### src/hw/rtl/sip_pkg.sv
// Shared types, codes and helper functions for the string-to-integer parser.
// Used by every module under hw/rtl; depends on nothing.
package sip_pkg;

    localparam int MAX_INT_BYTES = 8;

    localparam logic [7:0] CH_NUL = 8'h00;
    localparam logic [7:0] CH_0   = 8'h30;
    localparam logic [7:0] CH_9   = 8'h39;
    localparam logic [7:0] CH_X   = 8'h78;   // lowercase 'x' only
    localparam logic [7:0] CH_LA  = 8'h61;
    localparam logic [7:0] CH_LF  = 8'h66;
    localparam logic [7:0] CH_UA  = 8'h41;
    localparam logic [7:0] CH_UF  = 8'h46;

    localparam logic [8:0] USED_MAX  = 9'h1FF;
    localparam logic [7:0] DIGIT_MAX = 8'hFF;

    typedef enum logic [1:0] {
        CFG_WIDTH_CODE = 2'd0,
        CFG_BASE_MODE  = 2'd1,
        CFG_NEGATE     = 2'd2,
        CFG_MAX_DIGITS = 2'd3
    } t_cfg_idx;

    typedef enum logic [1:0] {
        BM_AUTO = 2'd0,
        BM_DEC  = 2'd1,
        BM_HEX  = 2'd2,
        BM_RSVD = 2'd3
    } t_base_mode;

    typedef enum logic [1:0] {
        ST_PARSING = 2'd0,
        ST_OK      = 2'd1,
        ST_NODIG   = 2'd2,
        ST_OVF     = 2'd3
    } t_status;

    typedef enum logic [2:0] {
        PH_FIRST  = 3'b001,
        PH_ZERO   = 3'b010,
        PH_DIGITS = 3'b100
    } t_phase;

    typedef struct packed {
        logic [1:0] width_code;
        t_base_mode base_mode;
        logic       negate;
        logic [7:0] max_digits;
    } t_cfg;

    typedef struct packed {
        t_status     status;
        logic [63:0] value;
        logic [8:0]  chars_used;
    } t_result;

    typedef struct packed {
        logic       ok;
        logic [3:0] val;
    } t_digit;

    // Largest width code whose byte count fits the given byte budget.
    function automatic logic [1:0] max_code(input int bytes);
        logic [1:0] c;
        if (bytes >= 8)      c = 2'd3;
        else if (bytes >= 4) c = 2'd2;
        else if (bytes >= 2) c = 2'd1;
        else                 c = 2'd0;
        return c;
    endfunction

    function automatic logic [63:0] width_mask(input logic [1:0] code,
                                               input logic [1:0] code_max);
        logic [1:0]  c;
        logic [63:0] m;
        c = (code > code_max) ? code_max : code;
        unique case (c)
            2'd0: m = 64'h0000_0000_0000_00FF;
            2'd1: m = 64'h0000_0000_0000_FFFF;
            2'd2: m = 64'h0000_0000_FFFF_FFFF;
            2'd3: m = 64'hFFFF_FFFF_FFFF_FFFF;
        endcase
        return m;
    endfunction

    function automatic t_digit digit_decode(input logic [7:0] ch, input logic hex);
        t_digit     d;
        logic [7:0] dec_v;
        logic [7:0] lo_v;
        logic [7:0] up_v;
        dec_v = ch - CH_0;
        lo_v  = ch - CH_LA + 8'd10;
        up_v  = ch - CH_UA + 8'd10;
        d.ok  = 1'b0;
        d.val = 4'd0;
        if (ch >= CH_0 && ch <= CH_9) begin
            d.ok  = 1'b1;
            d.val = dec_v[3:0];
        end else if (hex && ch >= CH_LA && ch <= CH_LF) begin
            d.ok  = 1'b1;
            d.val = lo_v[3:0];
        end else if (hex && ch >= CH_UA && ch <= CH_UF) begin
            d.ok  = 1'b1;
            d.val = up_v[3:0];
        end
        return d;
    endfunction

endpackage

### src/hw/rtl/sip_cfg.sv
// Configuration register file of the string-to-integer parser.
// Depends on sip_pkg.
module sip_cfg (
    input  logic                 i_clk,
    input  logic                 i_rst_n,
    input  logic                 i_cfg_valid,
    output logic                 o_cfg_ready,
    input  logic [1:0]           i_cfg_index,
    input  logic [7:0]           i_cfg_data,
    output sip_pkg::t_cfg        o_cfg
);

    sip_pkg::t_cfg r_cfg;
    sip_pkg::t_cfg n_cfg;
    sip_pkg::t_cfg_idx idx;

    assign o_cfg_ready = 1'b1;
    assign idx = sip_pkg::t_cfg_idx'(i_cfg_index);

    always_comb begin
        n_cfg = r_cfg;
        if (i_cfg_valid) begin
            unique case (idx)
                sip_pkg::CFG_WIDTH_CODE: n_cfg.width_code = i_cfg_data[1:0];
                sip_pkg::CFG_BASE_MODE:  n_cfg.base_mode  =
                                             sip_pkg::t_base_mode'(i_cfg_data[1:0]);
                sip_pkg::CFG_NEGATE:     n_cfg.negate     = i_cfg_data[0];
                sip_pkg::CFG_MAX_DIGITS: n_cfg.max_digits = i_cfg_data;
            endcase
        end
    end

    always_ff @(posedge i_clk) begin
        if (!i_rst_n) begin
            r_cfg.width_code <= 2'd2;
            r_cfg.base_mode  <= sip_pkg::BM_AUTO;
            r_cfg.negate     <= 1'b0;
            r_cfg.max_digits <= 8'd0;
        end else begin
            r_cfg <= n_cfg;
        end
    end

    assign o_cfg = r_cfg;

endmodule

### src/hw/rtl/sip_core.sv
// Parse state registers and the per-character next-state / result logic.
// Depends on sip_pkg.
module sip_core #(
    parameter int P_MAX_INT_BYTES = sip_pkg::MAX_INT_BYTES
) (
    input  logic              i_clk,
    input  logic              i_rst_n,
    input  logic              i_fire,
    input  logic [7:0]        i_chr,
    input  logic              i_start_req,
    input  sip_pkg::t_cfg     i_cfg,
    output sip_pkg::t_result  o_res
);

    localparam logic [1:0] CODE_MAX = sip_pkg::max_code(P_MAX_INT_BYTES);

    logic [63:0]     r_acc, n_acc;
    logic [7:0]      r_dcnt, n_dcnt;
    logic [8:0]      r_ucnt, n_ucnt;
    sip_pkg::t_phase r_phase, n_phase;
    logic            r_hex, n_hex;
    logic            r_busy, n_busy;
    logic            r_ovf, n_ovf;

    // state as seen by this character (a start request restarts it)
    logic [63:0]     acc_e;
    logic [7:0]      dcnt_e;
    logic [8:0]      ucnt_e;
    sip_pkg::t_phase phase_e;
    logic            hex_e, busy_e, ovf_e;

    sip_pkg::t_digit dig;
    logic [63:0]     mask;
    logic [67:0]     prod;
    logic            ovf_now;
    logic            limit_hit;
    logic            stop;
    logic            is_x;
    logic            prefix_ok;
    logic [63:0]     signed_acc;

    always_comb begin
        acc_e   = i_start_req ? 64'd0 : r_acc;
        dcnt_e  = i_start_req ? 8'd0 : r_dcnt;
        ucnt_e  = i_start_req ? 9'd0 : r_ucnt;
        phase_e = i_start_req ? sip_pkg::PH_FIRST : r_phase;
        hex_e   = i_start_req ? (i_cfg.base_mode == sip_pkg::BM_HEX) : r_hex;
        busy_e  = i_start_req | r_busy;
        ovf_e   = i_start_req ? 1'b0 : r_ovf;

        prefix_ok = (i_cfg.base_mode == sip_pkg::BM_AUTO) ||
                    (i_cfg.base_mode == sip_pkg::BM_HEX);
        mask = sip_pkg::width_mask(i_cfg.width_code, CODE_MAX);
        dig  = sip_pkg::digit_decode(i_chr, hex_e);

        // acc*16+d or acc*10+d, exact, then checked against the width max
        if (hex_e)
            prod = {acc_e, dig.val};
        else
            prod = {1'b0, acc_e, 3'b000} + {3'b000, acc_e, 1'b0} + {64'd0, dig.val};
        ovf_now = prod > {4'd0, mask};

        limit_hit  = (i_cfg.max_digits != 8'd0) && (dcnt_e >= i_cfg.max_digits);
        stop       = (i_chr == sip_pkg::CH_NUL) || !dig.ok || limit_hit;
        is_x       = (phase_e == sip_pkg::PH_ZERO) && (i_chr == sip_pkg::CH_X);
        signed_acc = i_cfg.negate ? (64'd0 - acc_e) : acc_e;

        o_res.status     = sip_pkg::ST_PARSING;
        o_res.value      = 64'd0;
        o_res.chars_used = 9'd0;

        n_acc   = acc_e;
        n_dcnt  = dcnt_e;
        n_ucnt  = ucnt_e;
        n_phase = phase_e;
        n_hex   = hex_e;
        n_busy  = busy_e;
        n_ovf   = ovf_e;

        if (!busy_e) begin
            n_busy = 1'b0;
        end else if (is_x) begin
            n_hex   = 1'b1;
            n_acc   = 64'd0;
            n_dcnt  = 8'd0;
            n_ucnt  = 9'd2;
            n_phase = sip_pkg::PH_DIGITS;
        end else if (stop) begin
            if (ovf_e) begin
                o_res.status = sip_pkg::ST_OVF;
            end else if (dcnt_e == 8'd0) begin
                o_res.status = sip_pkg::ST_NODIG;
            end else begin
                o_res.status = sip_pkg::ST_OK;
                o_res.value  = signed_acc & mask;
            end
            o_res.chars_used = ucnt_e;
            n_busy = 1'b0;
        end else begin
            if (!ovf_e) begin
                if (ovf_now)
                    n_ovf = 1'b1;
                else
                    n_acc = prod[63:0];
            end
            if (dcnt_e != sip_pkg::DIGIT_MAX)
                n_dcnt = dcnt_e + 8'd1;
            if (ucnt_e != sip_pkg::USED_MAX)
                n_ucnt = ucnt_e + 9'd1;
            if ((phase_e == sip_pkg::PH_FIRST) && (i_chr == sip_pkg::CH_0) && prefix_ok)
                n_phase = sip_pkg::PH_ZERO;
            else
                n_phase = sip_pkg::PH_DIGITS;
        end
    end

    always_ff @(posedge i_clk) begin
        if (!i_rst_n) begin
            r_acc   <= 64'd0;
            r_dcnt  <= 8'd0;
            r_ucnt  <= 9'd0;
            r_phase <= sip_pkg::PH_FIRST;
            r_hex   <= 1'b0;
            r_busy  <= 1'b0;
            r_ovf   <= 1'b0;
        end else if (i_fire) begin
            r_acc   <= n_acc;
            r_dcnt  <= n_dcnt;
            r_ucnt  <= n_ucnt;
            r_phase <= n_phase;
            r_hex   <= n_hex;
            r_busy  <= n_busy;
            r_ovf   <= n_ovf;
        end
    end

endmodule

### src/hw/rtl/sip_out.sv
// Result register of the string-to-integer parser; frees the input side
// whenever the held item is taken in the same cycle. Depends on sip_pkg.
module sip_out (
    input  logic              i_clk,
    input  logic              i_rst_n,
    input  logic              i_in_valid,
    output logic              o_in_ready,
    input  sip_pkg::t_result  i_res,
    output logic              o_out_valid,
    input  logic              i_out_ready,
    output sip_pkg::t_result  o_res
);

    logic             r_valid;
    sip_pkg::t_result r_res;
    logic             fire;

    assign o_in_ready = !r_valid || i_out_ready;
    assign fire       = i_in_valid && o_in_ready;

    always_ff @(posedge i_clk) begin
        if (!i_rst_n) begin
            r_valid <= 1'b0;
        end else if (fire) begin
            r_valid <= 1'b1;
        end else if (i_out_ready) begin
            r_valid <= 1'b0;
        end
    end

    always_ff @(posedge i_clk) begin
        if (fire) begin
            r_res <= i_res;
        end
    end

    assign o_out_valid = r_valid;
    assign o_res       = r_res;

endmodule

### src/hw/rtl/string_to_integer_parser.sv
// Top level of the string-to-integer parser: config registers, parse core
// and result register. Depends on sip_pkg, sip_cfg, sip_core, sip_out.
//
//  channel | valid        | ready        | payload
//  --------+--------------+--------------+-------------------------------------
//  input   | i_in_valid   | o_in_ready   | i_chr[7:0], i_start_req
//  result  | o_out_valid  | i_out_ready  | o_status[1:0], o_value[63:0],
//          |              |              | o_chars_used[8:0]
//  config  | i_cfg_valid  | o_cfg_ready  | i_cfg_index[1:0], i_cfg_data[7:0]
//
// One character per cycle unless stalled; every item gives one result, held in the
// output register the cycle after it is taken. The per-cycle limit is the 68-bit
// multiply-by-10/16-and-add plus compare against the width maximum.
// Synchronous reset loads the config defaults and leaves the parser idle.
// The input stalls only while the result register is full and not taken.
module string_to_integer_parser #(
    parameter int P_MAX_INT_BYTES = sip_pkg::MAX_INT_BYTES
) (
    input  logic        i_clk,
    input  logic        i_rst_n,
    input  logic        i_in_valid,
    output logic        o_in_ready,
    input  logic [7:0]  i_chr,
    input  logic        i_start_req,
    output logic        o_out_valid,
    input  logic        i_out_ready,
    output logic [1:0]  o_status,
    output logic [63:0] o_value,
    output logic [8:0]  o_chars_used,
    input  logic        i_cfg_valid,
    output logic        o_cfg_ready,
    input  logic [1:0]  i_cfg_index,
    input  logic [7:0]  i_cfg_data
);

    sip_pkg::t_cfg    cfg;
    sip_pkg::t_result core_res;
    sip_pkg::t_result out_res;
    logic             fire;

    assign fire = i_in_valid && o_in_ready;

    sip_cfg u_cfg (
        .i_clk       (i_clk),
        .i_rst_n     (i_rst_n),
        .i_cfg_valid (i_cfg_valid),
        .o_cfg_ready (o_cfg_ready),
        .i_cfg_index (i_cfg_index),
        .i_cfg_data  (i_cfg_data),
        .o_cfg       (cfg)
    );

    sip_core #(
        .P_MAX_INT_BYTES (P_MAX_INT_BYTES)
    ) u_core (
        .i_clk       (i_clk),
        .i_rst_n     (i_rst_n),
        .i_fire      (fire),
        .i_chr       (i_chr),
        .i_start_req (i_start_req),
        .i_cfg       (cfg),
        .o_res       (core_res)
    );

    sip_out u_out (
        .i_clk       (i_clk),
        .i_rst_n     (i_rst_n),
        .i_in_valid  (i_in_valid),
        .o_in_ready  (o_in_ready),
        .i_res       (core_res),
        .o_out_valid (o_out_valid),
        .i_out_ready (i_out_ready),
        .o_res       (out_res)
    );

    assign o_status     = out_res.status;
    assign o_value      = out_res.value;
    assign o_chars_used = out_res.chars_used;

endmodule

### config.mk
export PLATFORM = sky130hd
export DESIGN_NAME = string_to_integer_parser
export DESIGN_NICKNAME = d
export VERILOG_FILES = /design/src/hw/rtl/sip_pkg.sv /design/src/hw/rtl/sip_cfg.sv /design/src/hw/rtl/sip_core.sv /design/src/hw/rtl/sip_out.sv /design/src/hw/rtl/string_to_integer_parser.sv
export SDC_FILE = /design/constraint.sdc
export NUM_CORES = 1
export LEC_CHECK = 0
export BUFFER_PORTS_ARGS = -buffer_cell sky130_fd_sc_hd__buf_2
export CORE_MARGIN = 2
export CORE_UTILIZATION = 50
export DETAILED_ROUTE_END_ITERATION = 8
export HOLD_SLACK_MARGIN = 0.03
export PLACE_DENSITY_LB_ADDON = 0.15
export SLEW_MARGIN = 40
export SYNTH_ARGS = -nofsm -noshare
export SYNTH_HDL_FRONTEND = slang
export SYNTH_SLANG_ARGS = --single-unit
### constraint.sdc
create_clock -name i_clk -period 9.3 [get_ports i_clk]
set_input_delay 0.93 -clock i_clk [delete_from_list [all_inputs] [get_ports i_clk]]
set_output_delay 0.93 -clock i_clk [all_outputs]
set_load 0.1 [all_outputs]
* Yosys cells after proc, flatten, opt, wreduce, memory -nomap -nowiden
Index checks and enable logic that the tools add are counted.
** Word-level totals
- Word-level logic and storage cells :: 124
- Latch bits :: 0
- Bits in registers :: 176
- RAM bits :: 0
- Bits of input ports :: 24
- ROM bits :: 0
- Memories kept :: 0
- Output and inout port bits :: 78
** Operators by class
- Add/sub/neg operators :: 10
- Shift operators :: 0
- Muxes and demuxes :: 44
- Reduce and logical (&&, ||, !) cells :: 29
- Bitwise gates (word level) :: 4
- Multiply operators :: 0
- Div/mod/pow operators :: 0
- Order comparisons :: 9
- Equality and inequality tests :: 13
** Operator list (count)
- two-way mux 64 bit :: 7
- one-hot mux 64 bit (4 select lines) :: 1
- adder 67 x 65 -> 68 bit :: 1
- adder 68 x 4 -> 68 bit :: 1
- > comparator 68 x 64 -> 1 bit :: 1
- two-way mux 68 bit :: 1
- AND 64 bit :: 1
- subtractor 1 x 64 -> 64 bit, first input constant :: 1
- two-way mux 9 bit :: 5
- two-way mux 8 bit :: 5
- greater-or-equal comparator 8 x 7 -> 1 bit, second input constant :: 2
- less-or-equal comparator 8 x 7 -> 1 bit, second input constant :: 2
- logical NOT 8 bit :: 2
- two-way mux 3 bit :: 5
- two-way mux 5 bit :: 3
- two-way mux 1 bit :: 14
- subtractor 4 x 1 -> 4 bit, second input constant :: 3
- == test 2 bit, second input constant :: 5
- logical AND 1 bit :: 10
- adder 9 x 1 -> 9 bit, second input constant :: 1
- inequality test 9 bit, second input constant :: 1
- adder 4 bit, second input constant :: 2
- adder 8 x 1 -> 8 bit, second input constant :: 1
- == test 8 x 6 -> 1 bit, second input constant :: 1
- 20 further kinds :: 33

* Logic depth before layout (Yosys ltp)
Gate-level depths: netlist of run 1.
- Depth in word-level cells :: 15
- Gate-level depth with buffers :: 37
- Depth with buffers taken out :: 35

* Cells and area by module
From an unflattened synthesis of run 1, not the netlist that was laid out.
** Unflattened totals
- Cell total of the unflattened synthesis :: 2052
- Area total of the unflattened synthesis :: 16515.8 um2
** Modules (own cells, without submodules)
- sip_core :: times used 1, sequential area each 1741.7 um2, cells an instance 1914, area an instance 13660.6 um2
- sip_out :: times used 1, sequential area each 2272.2 um2, cells an instance 80, area an instance 2309.7 um2
- sip_cfg :: times used 1, sequential area each 260.2 um2, cells an instance 57, area an instance 539.3 um2
- string_to_integer_parser :: times used 1, sequential area each 0.0 um2, cells an instance 1, area an instance 6.3 um2

* Worst setup path before layout of run 1
OpenSTA, ideal clock, no wires.
- Path kind :: input to register
- Start :: input port i_start_req
- End :: register u_core.r_acc[20]
- Setup slack :: 1.385 ns
- Library setup time :: 0.117 ns
- Arrival time :: 7.798 ns
- Data required time :: 9.183 ns
- Cell stages on the path :: 35
- Buffers on the path :: 9
- Cell sequence :: buf_2 > buf_2 > buf_2 > buf_2 > buf_1 > clkbuf_1 > clkbuf_1 > nor2b_1 > ha_1 > ha_1 > clkbuf_2 > a21oi_1 > o21ai_0 > a31oi_1 > o221ai_2 > a31oi_1 > o21ai_0 > a21oi_1 > o21bai_1 > xor2_1 > a22oi_1 > inv_1 > ha_1 > nand2_1 > o21ai_0 > a2111oi_0 > o211ai_1 > a41oi_1 > o21ai_0 > o2bb2ai_1 > nand4_1 > nor3_4 > o31ai_4 > buf_6 > a22o_1
** On the way
- Word-level cells in the longest chain between the ends :: 14
- Elaborated cells between the ends (all ways) :: 29
- Those cells by class :: add/sub (2); order compare (2); eq/ne (1); mux (14); bitwise (1); reduce/logical (9)
** RTL lines
- start: declaration :: line string_to_integer_parser.sv:24 : input logic i_start_req,
- branches (longest 13 deep; another with adder 67 x 65 -> 68 bit)
- two-way mux 64 bit (*) :: line sip_core.sv:80 : if (!busy_e) begin
- end signal: assignment :: line sip_core.sv:127 : r_acc <= n_acc;
- end: declaration :: line sip_core.sv:17 : logic [63:0] r_acc, n_acc;
Every way passes the cells marked *.
A chain may end at the register's enable or synchronous reset.

* Worst setup path after layout of run 1
- Start :: input port i_chr[0]
- End :: register u_core.r_acc[29]
** On the way
- Word-level cells in the longest chain between the ends :: 14
- Elaborated cells between the ends (all ways) :: 33
- Those cells by class :: add/sub (6); order compare (7); eq/ne (1); mux (9); reduce/logical (10)
** RTL lines
- start: declaration :: line string_to_integer_parser.sv:23 : input logic [7:0] i_chr,
- branches (longest 12 deep; another with adder 68 x 4 -> 68 bit)
- two-way mux 64 bit (*) :: line sip_core.sv:82 : end else if (is_x) begin
- two-way mux 64 bit (*) :: line sip_core.sv:80
Marks and branches as above.

==> results.json, run 1 <==
{
  "port_buffers": 100,
  "placed_area_mm2": 0.01756,
  "switching_share_pct": 31.88,
  "dp_hpwl_mm": 42.82,
  "crit_required_ns": 9.69,
  "num_vias": 16380,
  "wl_met2_mm": 23.20,
  "fin_skew_ns": 0.009385,
  "worst_slew_pin_slew_ns": 0.9293,
  "clockPowerShare_pct": 37.1,
  "synth_ff_type": "dfxtp_1",
  "dieArea_mm2": 0.03449,
  "crit_arrival_ns": 9.08,
  "htree_num_levels": 4,
  "totalWireLength_mm": 54.82,
  "fin_crit_ns": 8.688,
  "grt_first_pass_wirelength_mm": 84.59,
  "p_seq_share_pct": 43.9,
  "clk_latency_ns": 0.45,
  "synth.distinct_cells": 92,
  "timing.fmax_mhz": 115.1,
  "maxCapViolations": 0,
  "finalCritPeriodShare_pct": 93.42,
  "hp-class": "flip-flop to flip-flop",
  "p_sw_uw": 605.2,
  "fin_setup_tns_ns": 0,
  "synth_edf_count": 75,
  "crit_path_frequent_cell": "buf_4",
  "die_y_um": 185.7,
  "pin_count": 102,
  "antenna_found_initial": 0,
  "synth_commonest_cells": "nand2_1 (234), ha_1 (199), nor2_1 (198)",
  "yosysMostFrequentCell": "nand2_1",
  "place.gp.congestion": 0.9886,
  "p_leak_nw": 7.839,
  "synth_top_area_share_pct": 15.08,
  "cts_buffer_depth": 2,
  "yosysSeqAreaShare_pct": 25.89,
  "crit_type": "input pin to flip-flop",
  "async_flop_share_pct": 0,
  "cts_tree": "built",
  "cts_buffers": 17,
  "status": "completed",
  "synth_seq_cells": 176,
  "syn-cell-area_mm2": 0.01651,
  "yosysWarnings": 0,
  "slowest_stage": "fa_1",
  "path_clk_slew_ns": 0.07,
  "nFillCells": 3181,
  "cp_max_fo": 16,
  "syn_avg_cell_area_um2": 7.839,
  "pwr-share-comb_pct": 19.0,
  "root_buffer": "clkbuf_16",
  "end_kind": "flip-flop",
  "yosys.area.top_type": "ha_1",
  "ir_worst_vdd_mv": 0.1243,
  "wl_met3_mm": 5.023,
  "nets": 2398,
  "clock-sinks": 176,
  "multiInputGateArea_mm2": 0.01155,
  "synth_cells": 2106,
  "die_w_um": 185.7,
  "startpoint_type": "input pin",
  "ant_nets": 0,
  "track_usage_pct": 31.58,
  "grt_max_degree": 68,
  "syn2layout_area_growth_pct": 9.921,
  "synth_nets": 2331,
  "antennaDiodeCount": 0,
  "postCtsSetupBuffers": 0,
  "grt_pass1_vias": 15050,
  "p_int_mw": 1.293,
  "hold_violations": 0,
  "drive_above_1_share_pct": 10.20,
  "drt-initial-drc-count": 1797,
  "setup_viol": 0,
  "max_stage_delay_ns": 0.49,
  "finish.instance_area_mm2": 0.01815,
  "drv_slew": 0,
  "yosys-top-cells-area": "ha_1 (15%), edfxtp_1 (14%), dfxtp_1 (12%)",
  "power_density_mw_per_mm2": 104.6,
  "viasPerCell": 6.233,
  "slew_headroom_pct": 37.86,
  "wl_met1_mm": 25.29,
  "core_area_mm2": 0.03254,
  "overflow": 0,
  "rsz0062_at_grt": "false",
  "area.sequential_mm2": 0.004275,
  "wire_per_inst_um": 20.86,
  "rows": 66,
  "top_layer": "met4",
  "drc": 0,
  "drtPass1Iterations": 8,
  "start_util_pct": 50.74
}
[layout by cell type, fill, tap and decap left out, types with 23 or more instances in the layout]
| cell | netlist | layout |
|---|---|---|
| nand2_1 | 234 | 232 |
| ha_1 | 199 | 199 |
| nor2_1 | 198 | 195 |
| a21oi_1 | 173 | 172 |
| o21ai_0 | 172 | 170 |
| dfxtp_1 | 101 | 100 |
| buf_2 | 16 | 99 |
| edfxtp_1 | 75 | 75 |
| nor2b_1 | 69 | 68 |
| inv_1 | 64 | 64 |
| buf_4 | 4 | 59 |
| xnor2_1 | 57 | 57 |
| xor2_1 | 57 | 57 |
| nor3_1 | 49 | 49 |
| nand3_1 | 48 | 48 |
| nand4_1 | 36 | 36 |
| a31oi_1 | 34 | 34 |
| and3_1 | 29 | 29 |
| nand2b_1 | 28 | 28 |
| a21o_1 | 26 | 26 |
| a22o_1 | 26 | 26 |
| nor4_1 | 25 | 24 |
| o31ai_1 | 23 | 23 |
[registers in the layout, indices dropped and copies added, names as in the netlist]
name	cells
u_core.r_ucnt	9
u_core.r_busy	1
u_out.o_res	75
u_out.o_out_valid	1
u_core.r_acc	64
u_core.r_phase	3
u_core.r_hex	1
u_core.r_ovf	1
u_core.r_dcnt	8
u_cfg.o_cfg	13
[cell families after synthesis]
logic type | after synthesis | share of synthesized area (%)
simple gates | 813 | 24.22
compound gates | 608 | 23.15
fa+ha+maj | 201 | 15.33
buf+inv | 177 | 4.381
flops | 176 | 25.89
xor+xnor | 114 | 6.048
mux | 16 | 0.9701
other cells | 1 | 0.02272
[critical path: cells and delay by family]
family / cells / cell delay (ns)
AOI/OAI and AO/OA: 16 / 3.55
and+or+nand+nor: 8 / 1.99
adders and majority gates: 4 / 1.52
buffers and inverters: 6 / 1.01
xor gates and xnor gates: 1 / 0.11
[layer usage]
layer / up-vias / track usage, %
met5: - / 0
met2: 728 / 47.08
met4: 0 / 8.913
li1: 7831 / -
met3: 89 / 5.322
met1: 7732 / 46.53
[through the flow]
step / total power, mW / setup WS (ns) / hold WS, ns / util (%) / std cells
floorplan: 1.116 / 1.385 / 0.4247 / - / 2106
global placement: 1.199 / 0.4904 / 0.4441 / 53.92 / 2595
detailed placement: 1.204 / 0.1379 / 0.4423 / 53.97 / 2596
CTS: 1.893 / 0.5624 / 0.4576 / 55.71 / 2628
global route: 1.953 / 0.07197 / 0.4783 / 55.77 / 2628
finish: 1.898 / 0.6115 / 0.4632 / 55.77 / 2628
[what timing repair did]
action / CTS / global route
gates resized for setup: 0 / 3
endpoints found under the setup margin: 0 / 22
hold buffers: 0 / 0
[power groups by stage]
| stage | sequential, mW | combinational [mW] | clock (mW) |
|---|---|---|---|
| 6_report | 0.834 | 0.360 | 0.705 |
| 5_1_grt | 0.835 | 0.382 | 0.735 |
| 4_1_cts | 0.834 | 0.354 | 0.705 |
| 3_5_place_dp | 0.851 | 0.353 | 0 |
| 3_3_place_gp | 0.850 | 0.349 | 0 |
| 2_1_floorplan | 0.961 | 0.155 | 0 |
[final cells by class]
| type | count | area share, % |
|---|---|---|
| multi-input combinational | 1753 | 63.66 |
| sequential | 176 | 23.56 |
| timing repair buffer | 159 | 5.233 |
| tap | 442 | 3.048 |
| clock buffer | 26 | 2.875 |
| inverter | 66 | 1.372 |
| clock inverter | 6 | 0.2482 |
[final timing paths]
kind,from,cells after the start,slack (ns),end
setup / recovery,i_chr[0],35,0.61,u_core.r_acc[29]
hold / removal,u_core.r_acc[62],1,0.46,u_core.r_acc[62]
setup reg to reg,u_cfg.o_cfg[9],32,0.95,u_core.r_acc[29]
hold reg to reg,u_core.r_acc[62],1,0.46,u_core.r_acc[62]
No activity file was read; power rests on OpenSTA's default activity.
==> run 2, diff against run 1 <==
CTS_CLUSTER_SIZE = 28   (was not set)
clock period = 9.9 ns   (was 9.3 ns; I/O delays follow)
==> results.json, run 2 (synthesis results as in run 1) <==
{
  "status": "completed",
  "hold_end": "u_core.r_acc[62]",
  "max_stage_delay_ns": 0.50,
  "hold_violations": 0,
  "postCtsSetupBuffers": 0,
  "reg2reg_depth": 31,
  "p_sw_uw": 586.2,
  "ir_worst_vdd_mv": 0.1143,
  "die_y_um": 185.7,
  "timing.rr.start": "u_cfg.o_cfg[9]",
  "dp_cells": 2570,
  "switching_share_pct": 32.37,
  "drv_slew": 0,
  "syn2layout_area_growth_pct": 8.875,
  "die_w_um": 185.7,
  "pin_count": 102,
  "p_int_mw": 1.225,
  "totalWireLength_mm": 53.53,
  "slowest_stage": "or2_1",
  "cts_buffer_depth": 2,
  "largest_register_ff_count": 75,
  "fin_skew_ns": 0.008347,
  "clock-sinks": 176,
  "cp_max_fo": 57,
  "drtPass1Iterations": 6,
  "startpoint_type": "input pin",
  "placed_area_mm2": 0.01737,
  "wire_per_inst_um": 20.57,
  "antenna_found_initial": 0,
  "worst_slew_pin_slew_ns": 0.8172,
  "root_buffer": "clkbuf_16",
  "overflow": 0,
  "port_buffers": 100,
  "hp-class": "flip-flop to flip-flop",
  "clockPowerShare_pct": 38.3,
  "p_total_mw": 1.811,
  "end_kind": "flip-flop",
  "whs_path_depth": 1,
  "drt-initial-drc-count": 1892,
  "crit_arrival_ns": 9.25,
  "cts_buffers": 17,
  "nets": 2372,
  "nFillCells": 3165,
  "num_vias": 16440,
  "setup_ws_ns": 0.9855,
  "grt_first_pass_wirelength_mm": 83.03,
  "track_usage_pct": 30.79,
  "final_common_cell": "nand2_1",
  "dieArea_mm2": 0.03449,
  "setup_viol": 0,
  "dp_hpwl_mm": 41.81,
  "fin_cells": 2602,
  "clk_latency_ns": 0.44,
  "place_ws_ns": 0.7870,
  "cts_resized": 0,
  "cts_tree": "built",
  "viasPerCell": 6.319,
  "rows": 66,
  "maxCapViolations": 0,
  "slew_headroom_pct": 45.41,
  "ff2ff_setup_slack_ns": 1.76,
  "p_leak_nw": 7.728,
  "htree_num_levels": 4,
  "timing.fmax_mhz": 112.2,
  "place.gp.congestion": 0.9765,
  "finalCritPeriodShare_pct": 90.05,
  "fin_setup_tns_ns": 0,
  "power_density_mw_per_mm2": 100.8,
  "cts_hold_repair.buffers": 0,
  "antennaDiodeCount": 0,
  "core_area_mm2": 0.03254,
  "layout.core_utilization_pct": 55.24,
  "pwr-share-comb_pct": 18.4,
  "crit_type": "input pin to flip-flop",
  "drive_above_1_share_pct": 9.259,
  "mostFrequentLayoutCells": "nand2_1 (233), ha_1 (199), nor2_1 (196)",
  "drc": 0,
  "path_clk_slew_ns": 0.07,
  "grt_pass1_vias": 15050,
  "ant_nets": 0,
  "crit_required_ns": 10.24,
  "finish.instance_area_mm2": 0.01797,
  "holdCritStartpoint": "u_core.r_acc[62]",
  "rsz0062_at_grt": "false",
  "start_util_pct": 50.74,
  "hold_ws_ns": 0.4623,
  "r2r_end": "u_core.r_acc[29]",
  "p_seq_share_pct": 43.2,
  "grt_max_degree": 68,
  "fin_crit_ns": 8.914
}
[run 2: cell types whose count changed in the layout (fill, tap and decap cells not counted), moves of 2 or more]
| cell | delta |
|---|---|
| buf_4 | -25 |
| clkbuf_1 | -5 |
| inv_6 | +4 |
| clkinv_2 | +2 |
[run 2: worst max-delay path: cells and delay by family]
| family | cells | cell delay [ns] |
|---|---|---|
| compound gates | 17 | 4.01 |
| simple gates | 7 | 1.85 |
| fa+ha+maj | 3 | 1.25 |
| buf+inv | 4 | 0.96 |
| xor+xnor | 1 | 0.11 |
[run 2: worst max-delay path by stage]
stage / depth (start not counted) / startpoint / slack, ns / endpoint
global placement: 32 / i_start_req / 0.99 / u_core.r_acc[29]
global route: 34 / i_chr[0] / 0.52 / u_core.r_acc[29]
detailed placement: 30 / i_start_req / 0.79 / u_core.r_acc[29]
floorplan: 35 / i_start_req / 1.92 / u_core.r_acc[20]
finish: 32 / i_start_req / 0.99 / u_core.r_acc[29]
CTS: 30 / i_start_req / 1.21 / u_core.r_acc[29]
[run 2: power groups by stage]
stage | registers (mW) | clock network [mW] | logic (mW)
2_1_floorplan | 0.902 | 0 | 0.146
3_3_place_gp | 0.799 | 0 | 0.324
3_5_place_dp | 0.799 | 0 | 0.328
4_1_cts | 0.783 | 0.698 | 0.329
5_1_grt | 0.785 | 0.724 | 0.353
6_report | 0.783 | 0.694 | 0.334
[run 2: cell type report]
| class | count | area, um^2 | area share [%] |
|---|---|---|---|
| tap | 442 | 553.0 | 3.077 |
| inverter | 66 | 249.0 | 1.385 |
| timing repair buffer | 133 | 750.7 | 4.177 |
| clock buffer | 21 | 514.2 | 2.861 |
| sequential | 176 | 4275 | 23.79 |
| clock inverter | 11 | 87.58 | 0.4873 |
| multi-input combinational | 1753 | 11540 | 64.23 |
[run 2: per-layer routing]
layer,GRT usage [%],vias up,routed length (um)
met2,47.57,819,23310
met4,7.969,0,1111
met3,4.520,75,4713
met1,44.73,7757,24400
met5,0,-,0
li1,-,7792,-
